### src/hdl/sdfb_pkg.sv
// ----------------------------------------------------------------------------
// Slow data frame builder package
// Shared constants, beat layouts and register map for the frame builder.
// ----------------------------------------------------------------------------
package sdfb_pkg;

  localparam int unsigned MsgRegs    = 5;
  localparam int unsigned RegW       = 32;
  localparam int unsigned CfgIdxW    = 3;
  localparam int unsigned MsgBlocks  = 4;
  localparam int unsigned BlockChars = 5;
  localparam int unsigned PosBytes   = 5;

  localparam logic [RegW-1:0] MsgRegReset = 32'h2020_2020;

  localparam logic [7:0] SfPerMsg     = 8'd60;
  localparam logic [4:0] LastFrame    = 5'd20;
  localparam logic [4:0] MsgLastFrame = 5'd8;
  localparam logic [7:0] HdrText      = 8'h40;
  localparam logic [7:0] HdrPos       = 8'h30;
  localparam logic [7:0] Filler       = 8'h66;
  localparam logic [2:0] MinTailCount = 3'd2;

  typedef enum logic [CfgIdxW-1:0] {
    REG_MSG_0_3   = 3'd0,
    REG_MSG_4_7   = 3'd1,
    REG_MSG_8_11  = 3'd2,
    REG_MSG_12_15 = 3'd3,
    REG_MSG_16_19 = 3'd4
  } cfg_reg_e;

  // message characters, block b character j
  typedef logic [MsgBlocks-1:0][BlockChars-1:0][7:0] msg_t;

  // lowest bit first: new_transmission, frame_number, position_count,
  // position_byte_0 .. position_byte_4
  typedef struct packed {
    logic [PosBytes-1:0][7:0] position_byte;
    logic [2:0]               position_count;
    logic [4:0]               frame_number;
    logic                     new_transmission;
  } in_item_t;

  // lowest bit first: data_present, slow_byte_0, slow_byte_1, slow_byte_2
  typedef struct packed {
    logic [7:0] slow_byte_2;
    logic [7:0] slow_byte_1;
    logic [7:0] slow_byte_0;
    logic       data_present;
  } out_item_t;

  localparam int unsigned InW       = $bits(in_item_t);
  localparam int unsigned OutW      = $bits(out_item_t);
  localparam int unsigned InTdataW  = ((InW + 7) / 8) * 8;
  localparam int unsigned OutTdataW = ((OutW + 7) / 8) * 8;

endpackage

### src/hdl/sdfb_cfg_regs.sv
// ----------------------------------------------------------------------------
// Slow data frame builder message registers
// Holds the 20-character text message written through the config port.
// ----------------------------------------------------------------------------
module sdfb_cfg_regs (
  input  logic                           clk_i,
  input  logic                           rst_ni,
  input  logic                           cfg_we_i,
  input  logic [sdfb_pkg::CfgIdxW-1:0]   cfg_index_i,
  input  logic [sdfb_pkg::RegW-1:0]      cfg_wdata_i,
  output sdfb_pkg::msg_t                 msg_o
);
  import sdfb_pkg::*;

  logic [MsgRegs-1:0][RegW-1:0] msg_q;

  always_ff @(posedge clk_i or negedge rst_ni) begin
    if (!rst_ni) begin
      msg_q <= {MsgRegs{MsgRegReset}};
    end else if (cfg_we_i) begin
      unique case (cfg_reg_e'(cfg_index_i))
        REG_MSG_0_3:   msg_q[0] <= cfg_wdata_i;
        REG_MSG_4_7:   msg_q[1] <= cfg_wdata_i;
        REG_MSG_8_11:  msg_q[2] <= cfg_wdata_i;
        REG_MSG_12_15: msg_q[3] <= cfg_wdata_i;
        REG_MSG_16_19: msg_q[4] <= cfg_wdata_i;
        default: ;
      endcase
    end
  end

  assign msg_o = msg_q;

endmodule

### src/hdl/sdfb_core.sv
// ----------------------------------------------------------------------------
// Slow data frame builder core
// Superframe counter, latched position data and slow-data field selection.
// ----------------------------------------------------------------------------
module sdfb_core (
  input  logic                 clk_i,
  input  logic                 rst_ni,
  input  logic                 en_i,
  input  sdfb_pkg::in_item_t   item_i,
  input  sdfb_pkg::msg_t       msg_i,
  output sdfb_pkg::out_item_t  res_o
);
  import sdfb_pkg::*;

  logic [5:0]               sf_q, sf_d, sf_eff, sf_inc;
  logic [2:0]               lc_q, lc_d;
  logic [PosBytes-1:0][7:0] lb_q, lb_d;

  logic                         present, odd, msg_path;
  logic [4:0]                   fm1;
  logic [1:0]                   blk;
  logic [BlockChars-1:0][7:0]   blk_chars;

  always_comb begin
    sf_eff    = item_i.new_transmission ? 6'd0 : sf_q;
    present   = item_i.frame_number != 5'd0;
    odd       = item_i.frame_number[0];
    msg_path  = (sf_eff == 6'd0) && (item_i.frame_number <= MsgLastFrame);
    fm1       = item_i.frame_number - 5'd1;
    blk       = fm1[2:1];
    blk_chars = msg_i[blk];

    lc_d  = lc_q;
    lb_d  = lb_q;
    res_o = '0;
    res_o.data_present = present;

    if (present) begin
      if (msg_path) begin
        if (odd) begin
          res_o.slow_byte_0 = HdrText + {6'd0, blk};
          res_o.slow_byte_1 = blk_chars[0];
          res_o.slow_byte_2 = blk_chars[1];
        end else begin
          res_o.slow_byte_0 = blk_chars[2];
          res_o.slow_byte_1 = blk_chars[3];
          res_o.slow_byte_2 = blk_chars[4];
        end
      end else if (odd) begin
        lc_d = item_i.position_count;
        lb_d = item_i.position_byte;
        if (item_i.position_count == 3'd0) begin
          res_o.slow_byte_0 = Filler;
          res_o.slow_byte_1 = Filler;
          res_o.slow_byte_2 = Filler;
        end else begin
          res_o.slow_byte_0 = HdrPos + {5'd0, item_i.position_count};
          res_o.slow_byte_1 = item_i.position_byte[0];
          res_o.slow_byte_2 = item_i.position_byte[1];
        end
      end else if (lc_q <= MinTailCount) begin
        res_o.slow_byte_0 = Filler;
        res_o.slow_byte_1 = Filler;
        res_o.slow_byte_2 = Filler;
      end else begin
        res_o.slow_byte_0 = lb_q[2];
        res_o.slow_byte_1 = lb_q[3];
        res_o.slow_byte_2 = lb_q[4];
      end
    end

    sf_inc = sf_eff + 6'd1;
    sf_d   = sf_eff;
    if (item_i.frame_number >= LastFrame) begin
      sf_d = ({2'd0, sf_inc} >= SfPerMsg) ? 6'd0 : sf_inc;
    end
  end

  always_ff @(posedge clk_i or negedge rst_ni) begin
    if (!rst_ni) begin
      sf_q <= '0;
      lc_q <= '0;
      lb_q <= '0;
    end else if (en_i) begin
      sf_q <= sf_d;
      lc_q <= lc_d;
      lb_q <= lb_d;
    end
  end

endmodule

### src/hdl/slow_data_frame_builder_top.sv
// Path: an input beat passes the input register, then the result register, to the master side.
// Throughput: one beat per cycle; input register and result register stall
// only when the result register is full and m_axis_tready_i is low.
// Reset: pipeline empties, superframe counter and latched position data clear,
// message registers return to four spaces each.
// ----------------------------------------------------------------------------
// Slow data frame builder top
// Builds the 3-byte slow-data field of each voice frame from stream beats.
// ----------------------------------------------------------------------------
module slow_data_frame_builder_top (
  input  logic                               clk_i,
  input  logic                               rst_ni,
  input  logic                               s_axis_tvalid_i,
  output logic                               s_axis_tready_o,
  // new_transmission, frame_number, position_count, position_byte_0..4
  input  logic [sdfb_pkg::InTdataW-1:0]      s_axis_tdata_i,
  output logic                               m_axis_tvalid_o,
  input  logic                               m_axis_tready_i,
  // data_present, slow_byte_0, slow_byte_1, slow_byte_2
  output logic [sdfb_pkg::OutTdataW-1:0]     m_axis_tdata_o,
  input  logic                               cfg_we_i,
  input  logic [sdfb_pkg::CfgIdxW-1:0]       cfg_index_i,
  input  logic [sdfb_pkg::RegW-1:0]          cfg_wdata_i
);
  import sdfb_pkg::*;

  logic      in_valid_q, out_valid_q, advance;
  in_item_t  in_q;
  out_item_t out_q, res;
  msg_t      msg;

  assign advance         = in_valid_q && (!out_valid_q || m_axis_tready_i);
  assign s_axis_tready_o = !in_valid_q || advance;

  sdfb_cfg_regs u_cfg (
    .clk_i       (clk_i),
    .rst_ni      (rst_ni),
    .cfg_we_i    (cfg_we_i),
    .cfg_index_i (cfg_index_i),
    .cfg_wdata_i (cfg_wdata_i),
    .msg_o       (msg)
  );

  sdfb_core u_core (
    .clk_i  (clk_i),
    .rst_ni (rst_ni),
    .en_i   (advance),
    .item_i (in_q),
    .msg_i  (msg),
    .res_o  (res)
  );

  always_ff @(posedge clk_i or negedge rst_ni) begin
    if (!rst_ni) begin
      in_valid_q  <= 1'b0;
      out_valid_q <= 1'b0;
    end else begin
      if (s_axis_tready_o) begin
        in_valid_q <= s_axis_tvalid_i;
      end
      if (advance) begin
        out_valid_q <= 1'b1;
      end else if (m_axis_tready_i) begin
        out_valid_q <= 1'b0;
      end
    end
  end

  always_ff @(posedge clk_i) begin
    if (s_axis_tvalid_i && s_axis_tready_o) begin
      in_q <= in_item_t'(s_axis_tdata_i[InW-1:0]);
    end
    if (advance) begin
      out_q <= res;
    end
  end

  assign m_axis_tvalid_o = out_valid_q;
  assign m_axis_tdata_o  = {{(OutTdataW - OutW){1'b0}}, out_q};

  a_stall_only_when_full : assert property (@(posedge clk_i) disable iff (!rst_ni)
    !s_axis_tready_o |-> (in_valid_q && out_valid_q && !m_axis_tready_i))
    else $error("input stalled while the pipeline can move");

  a_hold_pending : assert property (@(posedge clk_i) disable iff (!rst_ni)
    (in_valid_q && !advance) |=> in_valid_q)
    else $error("pending input beat dropped");

  a_result_from_stage : assert property (@(posedge clk_i) disable iff (!rst_ni)
    $rose(out_valid_q) |-> $past(in_valid_q))
    else $error("result beat without an input beat");

  a_frame_zero_empty : assert property (@(posedge clk_i) disable iff (!rst_ni)
    (out_valid_q && !out_q.data_present) |->
      (out_q.slow_byte_0 == 8'd0 && out_q.slow_byte_1 == 8'd0 &&
       out_q.slow_byte_2 == 8'd0))
    else $error("frame zero carries slow data");

endmodule

### config.mk
export PLATFORM = sky130hd
export DESIGN_NAME = slow_data_frame_builder_top
export DESIGN_NICKNAME = d
export VERILOG_FILES = /design/src/hdl/sdfb_pkg.sv /design/src/hdl/sdfb_cfg_regs.sv /design/src/hdl/sdfb_core.sv /design/src/hdl/slow_data_frame_builder_top.sv
export SDC_FILE = /design/constraint.sdc
export NUM_CORES = 1
export LEC_CHECK = 0
export ABC_AREA = 1
export BUFFER_PORTS_ARGS = -buffer_cell sky130_fd_sc_hd__buf_4
export CAP_MARGIN = 20
export CORE_MARGIN = 2
export CORE_UTILIZATION = 30
export DETAILED_ROUTE_END_ITERATION = 8
export HOLD_SLACK_MARGIN = 0.06
export PLACE_DENSITY_LB_ADDON = 0.2
export SLEW_MARGIN = 20
export SYNTH_ARGS = -nofsm -noshare
export SYNTH_HDL_FRONTEND = slang
export SYNTH_SLANG_ARGS = --single-unit
### constraint.sdc
create_clock -name clk_i -period 2.6 [get_ports clk_i]
set_clock_uncertainty 0.1 [all_clocks]
set_input_delay 0.13 -clock clk_i [delete_from_list [all_inputs] [get_ports clk_i]]
set_output_delay 0.13 -clock clk_i [all_outputs]
set_load 0.02 [all_outputs]
==> run summary <==
Simple-gate portion of the synthesized area: 0.208
CP Data Arrival Time: 2520 ps
Count of input and output buffers: 115
Internal power: 8.87 mW
Critical Path Stages: 12
Area leader, netlist: dfrtp_1
Fmax: 436 MHz
Headroom to the max-slew limit: 0.519
Vias per cell: 4.64
Gr busiest metal: met2
Final number of hold-violating endpoints: 0
CP cell instances: inv_1 -> nand2_1 -> ha_1 -> nand2_1 -> nor2_1 -> nand2_1 -> nor2_4 -> buf_4 -> buf_4 -> nand3_1 -> nand2_1 -> nor2_1
Post-cts resize count: 0
Congestion Overflow GR: 0
Routed Antenna Nets: 0
Die area: 41100 µm²
Maximum VDD drop: 0.000658 V
Setup ws final: 307 ps
Outcome: finished, final reports clean
Sequential power share: 0.449
Die height: 203 µm
Final setup TNS: 0 ps
Diodes inserted: 0
Kind of start point of the critical path: register
Final min period: 2290 ps
Synth top area cells: dfrtp_1 (37%), edfxtp_1 (19%), nand2_1 (14%)
Most frequent cells after synthesis: nand2_1 (436), o21ai_0 (186), dfrtp_1 (175), nand3_1 (120), inv_1 (92)
Post-layout net count: 1611
Max-slew violations: 0
Slew @ Worst Pin: 722 ps
All-Layer GR Usage: 0.168
Final setup viols: 0
Global Route met1 Usage: 0.229
TritonCTS Buffers: 31
Drt drc: 0
# fillers: 3959
Vias in the first global route: 9527
Clock Sinks: 269
Comb power frac: 0.205
Synth Area in Adders: 0.00423
Reg2Reg Depth: 12
DIE WIDTH: 203 µm
Clock tree buffer depth: 3
Async set-reset flop share out of synthesis: 0.725
Cell Area, Synth: 11800 µm²
Sequential area share after synthesis: 0.602
CTS root buffer: clkbuf_16
First-pass GRT wire length: 54300 µm
Delay of the slowest critical-path stage: 450 ps
NetSw: 3.71 mW
Total length of routed wires: 34100 µm
Largest family of logic cells by synthesized area: simple AND/OR/NAND/NOR gates
Pleak: 7.02 nW
Pwr Total: 12.6 mW
Max_cap viols: 0
PwrDens: 825 nW/µm²
Synth cell types: 30
Layout cells sized above 1: 0.150
Clock-pin slew of the registers on the worst-case setup and hold paths: 60 ps
CP Max Fanout: 9
Initial antenna violation count: 1
Top-count cell post-synth: nand2_1
Htree depth: 1
CP delay by family, top: simple AND/OR/NAND/NOR gates
Post-Syn Area per Cell: 9.00 µm²
CTS tree: built
Clock latency on the worst-skew pair: 570 ps
Met3 Usage GRT: 0.0257
DR vias: 9536
Placed Cells: 1907
RD Place Congestion: 0.865
RSZ-0062 raised after global routing: false
CP required: 2830 ps
Pre-CTS WS: 126 ps
WS Path Type: register to register
Area Overhead vs Synth: 28.8%
Post-synthesis mux area share: 0
Met2 usage: 0.278
Setup crit end kind: register
WL/cell: 16.6 µm
Number of synthesized flops with an enable pin: 74
Top cell type's share of synthesized area: 0.370
Post-Synthesis Cells: 1315
Synthesized flop and latch total: 269
Largest net degree at the start of global routing: 80
Final period utilization: 0.882
Switching Share: 0.295
DP HPWL: 21600 µm
Ports: 130
CORE AREA: 38800 µm²
Top FF cell, synth: dfrtp_1
Starting Density: 0.305
Layout Utilization: 0.393
Most used cell, CP: nand2_1
Xor-xnor portion of the synthesized cell area: 0.00275
Post-synthesis compound-gate area fraction: 0.115
Finished Layout Cells: 2054
Initial DRC Count: 541
Slowest CP cell: edfxtp_1
YS warnings: 0
Num rows: 72
Clock share of power: 0.346
Pre-antenna DRT Iters: 5
WP buf/inv: 3
Worst hold path class: primary input to async pin
## worst reg2reg max path, delay by kind of cell, from the launching register on
kind	cells	cell delay, ps
buffers and inverters	3	530
flip-flops	1	450
adder cells (fa/ha/maj)	1	160
AND/OR/NAND/NOR	8	820
## final timing paths
path	start	end	slack, ps
min in group clk_i	cfg_index_i[1]	u_cfg.msg_o[61]$_DFFE_PN1P_	130
worst max-delay path	in_q[0]$_DFFE_PP_	m_axis_tdata_o[8]$_SDFFCE_PP0P_	310
worst min-delay path	rst_ni	u_core.lb_q[33]$_DFFE_PN0P_	40
max in group asynchronous	rst_ni	u_cfg.msg_o[35]$_DFFE_PN0P_	1490
worst min register to register	in_q[31]$_DFFE_PP_	u_core.lb_q[22]$_DFFE_PN0P_	370
worst max register to register	in_q[0]$_DFFE_PP_	m_axis_tdata_o[8]$_SDFFCE_PP0P_	310
## layer usage
layer  routed length, µm  vias to the layer above
li1                    -                     4686
met3                1310                       53
met4                 907                        0
met2               16300                      195
met5                   0                        -
met1               15700                     4602
## final cells by class
type | instances | area (µm²) | share of cell area
Timing Repair Buffer | 238 | 2130 | 0.140
Sequential cell | 269 | 7130 | 0.467
Clock buffer | 38 | 802 | 0.0526
Multi-Input combinational cell | 877 | 3980 | 0.261
Clock inverter | 20 | 203 | 0.0133
Inverter | 94 | 353 | 0.0231
Tap cell | 518 | 648 | 0.0425
## flip-flops by register name (all words and copies together) (netlist names)
register         flops
u_cfg.msg_o        160
in_q                49
m_axis_tdata_o      25
u_core.lb_q         24
u_core.sf_q          6
u_core.lc_q          3
in_valid_q           1
m_axis_tvalid_o      1
## power groups by stage
| stage | registers, mW | logic, mW | clock network [mW] |
|---|---|---|---|
| 6_report | 5.65 | 2.58 | 4.35 |
| 2_1_floorplan | 5.72 | 1.54 | 0 |
| 5_1_grt | 5.74 | 2.95 | 4.62 |
| 4_1_cts | 5.65 | 2.60 | 4.44 |
| 3_3_place_gp | 5.72 | 2.45 | 0 |
| 3_5_place_dp | 5.72 | 2.48 | 0 |
## cell usage in the layout, fill, tap and decap left out, types with 4 or more instances in the layout
cell	n
a21oi_1	19
clkbuf_16	31
o21ai_1	18
buf_4	141
conb_1	7
o21ai_0	186
o21a_1	11
a21boi_0	8
inv_1	91
clkinv_1	8
o22ai_1	9
dlygate4sd3_1	86
dfrtp_1	175
nor2_1	46
nand2_1	434
bufinv_16	4
clkbuf_1	7
clkinv_2	4
edfxtp_1	74
dfstp_2	20
nand3_1	117
buf_12	10
## what timing repair did
item,CTS,global route
setup endpoints to repair,0,1
setup buffers,0,3
hold buffers,86,0
endpoints found under the hold margin,368,0
## metrics by stage
stage	area (µm²)	hold slack [ps]
floorplan	11900	-266
global placement	13300	119
global route	15200	101
CTS	15200	70.1
detailed placement	13300	116
finish	15200	37.4
## kinds of logic after synthesis
| family | count (synthesis) |
|---|---|
| AND/OR/NAND/NOR | 606 |
| flip-flops | 269 |
| AO/OA/AOI/OAI | 258 |
| buffers and inverters | 175 |
| adder cells (fa/ha/maj) | 4 |
| XOR/XNOR | 2 |
| other | 1 |
Note: power is estimated with default switching activity, not from simulation.
